### config.mk
export PLATFORM = sky130hd
export DESIGN_NAME = cft_hash
export DESIGN_NICKNAME = d
export VERILOG_FILES = /design/src/cft_pkg.sv /design/src/cft_hash.sv
export SDC_FILE = /design/constraint.sdc
export NUM_CORES = 1
export LEC_CHECK = 0
export BUFFER_PORTS_ARGS = -buffer_cell sky130_fd_sc_hd__clkbuf_2
export CAP_MARGIN = 0
export CORE_MARGIN = 5
export CORE_UTILIZATION = 41
export DETAILED_ROUTE_END_ITERATION = 6
export PLACE_DENSITY = 0.82
export RECOVER_POWER = 100
export SLEW_MARGIN = 40
export SYNTH_ARGS = -nofsm -noshare
export SYNTH_HDL_FRONTEND = slang
export SYNTH_SLANG_ARGS = --single-unit
### constraint.sdc
create_clock -name clk -period 5 [get_ports clk]
set_clock_uncertainty 0.1 [all_clocks]
set_input_delay 1.5 -clock clk [delete_from_list [all_inputs] [get_ports clk]]
set_output_delay 1.5 -clock clk [all_outputs]
set_load 0.05 [all_outputs]
### src/cft_pkg.sv
`timescale 1ns / 1ps
`default_nettype none

package cft_pkg;

  localparam int DEFAULT_BUCKETS = 2048;
  localparam int DEFAULT_WAYS    = 4;

  localparam int SUM_W   = 32;
  // Key is {big_addr, small_addr, proto_num, big_port, small_port}.
  localparam int KEY_W   = 104;
  // Entry is {key, syn, synack, ack, app_type}.
  localparam int META_W  = 11;
  localparam int ENTRY_W = KEY_W + META_W;

  typedef enum logic [1:0] {
    KIND_INSERT = 2'd0,
    KIND_DELETE = 2'd1,
    KIND_SEARCH = 2'd2
  } kind_t;

  localparam logic [1:0] ST_OK   = 2'd0;
  localparam logic [1:0] ST_MISS = 2'd1;
  localparam logic [1:0] ST_FULL = 2'd2;

  typedef enum logic [3:0] {
    S_CLEAR,
    S_IDLE,
    S_HASH,
    S_FILL_RD,
    S_DECIDE,
    S_ENT_RD,
    S_CMP,
    S_SHIFT,
    S_SHIFT_WR,
    S_DONE
  } state_t;

endpackage

`default_nettype wire

### src/cft_hash.sv
`timescale 1ns / 1ps
`default_nettype none

module cft_hash import cft_pkg::*; #(
  parameter int BUCKETS = DEFAULT_BUCKETS,
  localparam int BW = $clog2(BUCKETS)
) (
  input  wire logic          clk,
  input  wire logic          rst,
  input  wire logic          start,
  input  wire logic [31:0]   big_addr,
  input  wire logic [31:0]   small_addr,
  input  wire logic [7:0]    proto_num,
  input  wire logic [15:0]   big_port,
  input  wire logic [15:0]   small_port,
  output logic               done,
  output logic [BW-1:0]      bucket
);

  localparam bit POW2    = (BUCKETS & (BUCKETS - 1)) == 0;
  localparam int MUL_AW  = 32;
  localparam int MUL_BW  = 17;
  localparam int MUL_PW  = MUL_AW + MUL_BW;
  localparam int RECIP_W = SUM_W + 1;
  localparam int PROD_W  = SUM_W + RECIP_W;

  // Rounded-up reciprocal of the bucket count. For any 32-bit sum,
  // (sum * RECIP) >> (32 + BW) is the exact quotient.
  localparam logic [RECIP_W-1:0] RECIP =
    RECIP_W'(((64'd1 << (SUM_W + BW)) + 64'(BUCKETS) - 64'd1) / 64'(BUCKETS));

  localparam logic [1:0] STEP_LO  = 2'd0;
  localparam logic [1:0] STEP_HI  = 2'd1;
  localparam logic [1:0] STEP_REM = 2'd2;

  logic                busy;
  logic [1:0]          step;
  logic [SUM_W-1:0]    sum;
  logic [PROD_W-1:0]   prod;
  logic [SUM_W-1:0]    quot;
  logic [MUL_AW-1:0]   mul_a;
  logic [MUL_BW-1:0]   mul_b;
  logic [MUL_PW-1:0]   mul_p;
  logic [SUM_W-1:0]    rem;

  // One multiplier serves all three steps: the low and the high part of the
  // reciprocal product, then the quotient times the bucket count.
  assign quot = SUM_W'(prod >> (SUM_W + BW));

  always_comb begin
    unique case (step)
      STEP_LO: begin
        mul_a = sum;
        mul_b = RECIP[MUL_BW-1:0];
      end
      STEP_HI: begin
        mul_a = sum;
        mul_b = MUL_BW'(RECIP[RECIP_W-1:MUL_BW]);
      end
      default: begin
        mul_a = quot;
        mul_b = MUL_BW'(BUCKETS);
      end
    endcase
  end

  assign mul_p  = MUL_PW'(mul_a) * MUL_PW'(mul_b);
  assign rem    = sum - mul_p[SUM_W-1:0];
  assign done   = busy && (POW2 || step == STEP_REM);
  assign bucket = POW2 ? sum[BW-1:0] : rem[BW-1:0];

  always_ff @(posedge clk) begin
    if (rst) begin
      busy <= 1'b0;
      step <= STEP_LO;
    end else if (start) begin
      busy <= 1'b1;
      step <= STEP_LO;
    end else if (busy) begin
      if (done) begin
        busy <= 1'b0;
      end else begin
        step <= step + 2'd1;
      end
    end
  end

  always_ff @(posedge clk) begin
    if (start) begin
      sum <= big_addr + small_addr + SUM_W'(proto_num) + SUM_W'(big_port) +
             SUM_W'(small_port);
    end else if (busy && !POW2) begin
      if (step == STEP_LO) begin
        prod <= PROD_W'(mul_p);
      end else if (step == STEP_HI) begin
        prod <= prod + (PROD_W'(mul_p) << MUL_BW);
      end
    end
  end

endmodule

`default_nettype wire

==> key figures <==
Status
  – Status: finished clean

Worst hold path
  – Hold crit path type: in -> reg
  – Worst hold stages: 2
  – Worst Min Path Start: rst
  – Endpoint, Worst Hold: done

Power
  – Worst vdd ir: 176 uV
  – Static Leakage: 1.09 nW
  – Pwr Density: 462 nW/um^2

GRT
  – Global-route wire length before repair: 4730 microns
  – Gr usage total: 0.115
  – Vias in the first global route: 1243
  – Initial antenna violation count: 0
  – Largest net degree at the start of global routing: 13
  – Grt ovf: 0

Timing
  – Hold Vio Cnt, Final: 0
  – Crit path time final: 4610 ps
  – Post-route setup TNS: 0 ps
  – F_max: around 220 MHz
  – Slew headroom: 0.594
  – Final period util: 0.921
  – Slew Viols, Final: 0
  – Setup ws final: 393 ps
  – RSZ-0062 raised after global routing: no
  – Endpoints failing setup: 0
  – Worst Tran Pin Value: 610 ps
  – Worst hold slack: 1310 ps

CTS
  – Hold Buf Count CTS: 0
  – CTS clk-pin slew, worst paths: 50 ps
  – Setup bufs post-CTS: 0
  – Clock tree root driver cell: clkbuf_8
  – TritonCTS clock tree: done
  – Post-cts sizing count: 0
  – CTS sink cnt: 12
  – CTS Buf Count: 3
  – H-tree depth: 1
  – Max Buffers Root-to-Sink: 2

Synth
  – Register bit total from synthesis: 12
  – Mapped cell area: ~1600 sq um
  – Post-synthesis cell count: 154
  – Seq/Total Area, Yosys: 0.224
  – Post-synthesis area per instance: 10.1 sq um
  – Unique cell type count in the Yosys netlist: 20
  – Mapped Nets: 301
  – Ys Warns: 0

Drt
  – Router iterations before antenna repair: 2
  – Routed vias: 1172
  – Vias per inst: 4.31
  – ANT nets after route: 0
  – DR WL/cell: ~10 microns
  – Drc violations: 0
  – DR iter-0 viols: 43
  – Final WL: 2740 microns

Die
  – Num rows: 22
  – Die width: 71.7 microns
  – Die ar.: around 5100 sq um
  – I/O pin count: 119
  – CORE AREA: about 3700 sq um
  – Initial Utilization: 0.423
  – Die height: 71.7 microns

Placement
  – Post-DP HPWL: 2580 microns
  – # port buffers: 66
  – RD Place Congestion: 0.715
  – Place WS: 167 ps

Worst setup path
  – CP startpoint kind: input pin
  – Crit end category: register
  – Worst path required time: 4880 ps
  – CP arrival: 4480 ps
  – Critical path peak fanout: 4
  – CP Class: in -> reg

Final layout
  – P&R area growth vs syn: 26.2%
  – Layout Nets: 372
  – Ant. Diodes: 0
  – Layout cells sized above 1: 0.246
  – Fin util: 0.534

Flow run
  – Max-cap check violation count: 0
[cells in the mapped netlist]
cell type	n	area [sq um]
a21o_1	1	7.51
a21oi_1	5	25.0
a31oi_1	1	6.26
and3b_1	1	8.76
dfxtp_1	1	20.0
edfxtp_1	11	330
fa_1	27	541
ha_1	13	163
inv_1	63	236
nand2_1	2	7.51
nand3_1	2	10.0
nand4_1	1	6.26
nor2_1	4	15.0
nor2b_1	3	18.8
nor3_1	1	5.00
o21ai_0	1	5.00
o21ai_2	2	17.5
o41ai_2	1	16.3
xnor2_1	12	105
xor2_1	2	17.5
[sequential cells by signal, indices dropped and copies added, names as in the netlist]
name and cells:
done 1, sum 11
[per-stage QoR]
stage / cells / power [mW] / instance area (sq um)
after global placement: 268 / 0.829 / 1950
after detailed placement: 268 / 0.853 / 1950
after floorplan: 154 / 0.711 / 1560
final: 272 / 0.910 / 1970
after global routing: 272 / 0.997 / 1970
after CTS: 272 / 0.947 / 2000
[worst max-delay path by stage]
stage / startpoint / endpoint / slack, ps
floorplan: big_addr[2] / sum[9] / 460
global placement: big_addr[1] / sum[9] / 210
detailed placement: big_addr[1] / sum[9] / 170
CTS: big_addr[1] / sum[9] / 410
global route: big_addr[3] / sum[9] / 130
finish: big_addr[3] / sum[9] / 390
[power breakdown]
part,internal (mW),leakage [nW],switching [mW]
clock,0.0560,0.0228,0.0335
sequential,0.187,0.116,0.0109
combinational,0.224,0.947,0.399
[worst max-delay path: stages]
cell      delay [ps]
clkbuf_2          80
inv_1             50
fa_1             530
inv_1             50
fa_1             500
inv_1             50
fa_1             490
inv_1             40
ha_1             330
nor2b_1          150
o21ai_0          180
a21oi_1          130
o41ai_2          250
xnor2_1          140
[area by class of cell]
type                            count  area (sq um)
Fill cell                         363          1720
Timing Repair Buffer               66           312
Sequential cell                    12           350
Multi-Input combinational cell     79           967
Inverter                           63           236
Tap cell                           48          60.1
Clock buffer                        4          45.0
[metal layers]
layer,part of all wire,GRT usage,up-vias
li1,-,-,584
met2,0.52,0.210,44
met4,0.011,0.0313,0
met3,0.079,0.0238,3
met1,0.39,0.135,541
met5,0,0,-
[cell families (layout without fill, tap and decap cells)]
logic type / Yosys count / count (layout) / share of synthesized area
xor+xnor: 14 / 14 / 0.0785
flops: 12 / 12 / 0.224
compound gates: 11 / 11 / 0.0497
fa+ha+maj: 40 / 40 / 0.450
simple gates: 14 / 14 / 0.0457
buf+inv: 63 / 133 / 0.151
[placed cells by master, fill, tap and decap left out]
master | Yosys | routed
o41ai_2 | 1 | 1
clkbuf_8 | 0 | 3
ha_1 | 13 | 13
o21ai_0 | 1 | 3
nor3_1 | 1 | 1
xnor2_1 | 12 | 12
fa_1 | 27 | 27
edfxtp_1 | 11 | 11
a21oi_1 | 5 | 5
nor2b_1 | 3 | 3
dfxtp_1 | 1 | 1
xor2_1 | 2 | 2
a21o_1 | 1 | 1
clkbuf_1 | 0 | 16
nand2_1 | 2 | 2
nand4_1 | 1 | 1
nand3_1 | 2 | 2
clkbuf_2 | 0 | 51
nor2_1 | 4 | 4
and3b_1 | 1 | 1
inv_1 | 63 | 63
a31oi_1 | 1 | 1
(Power assumes the default switching activity.)
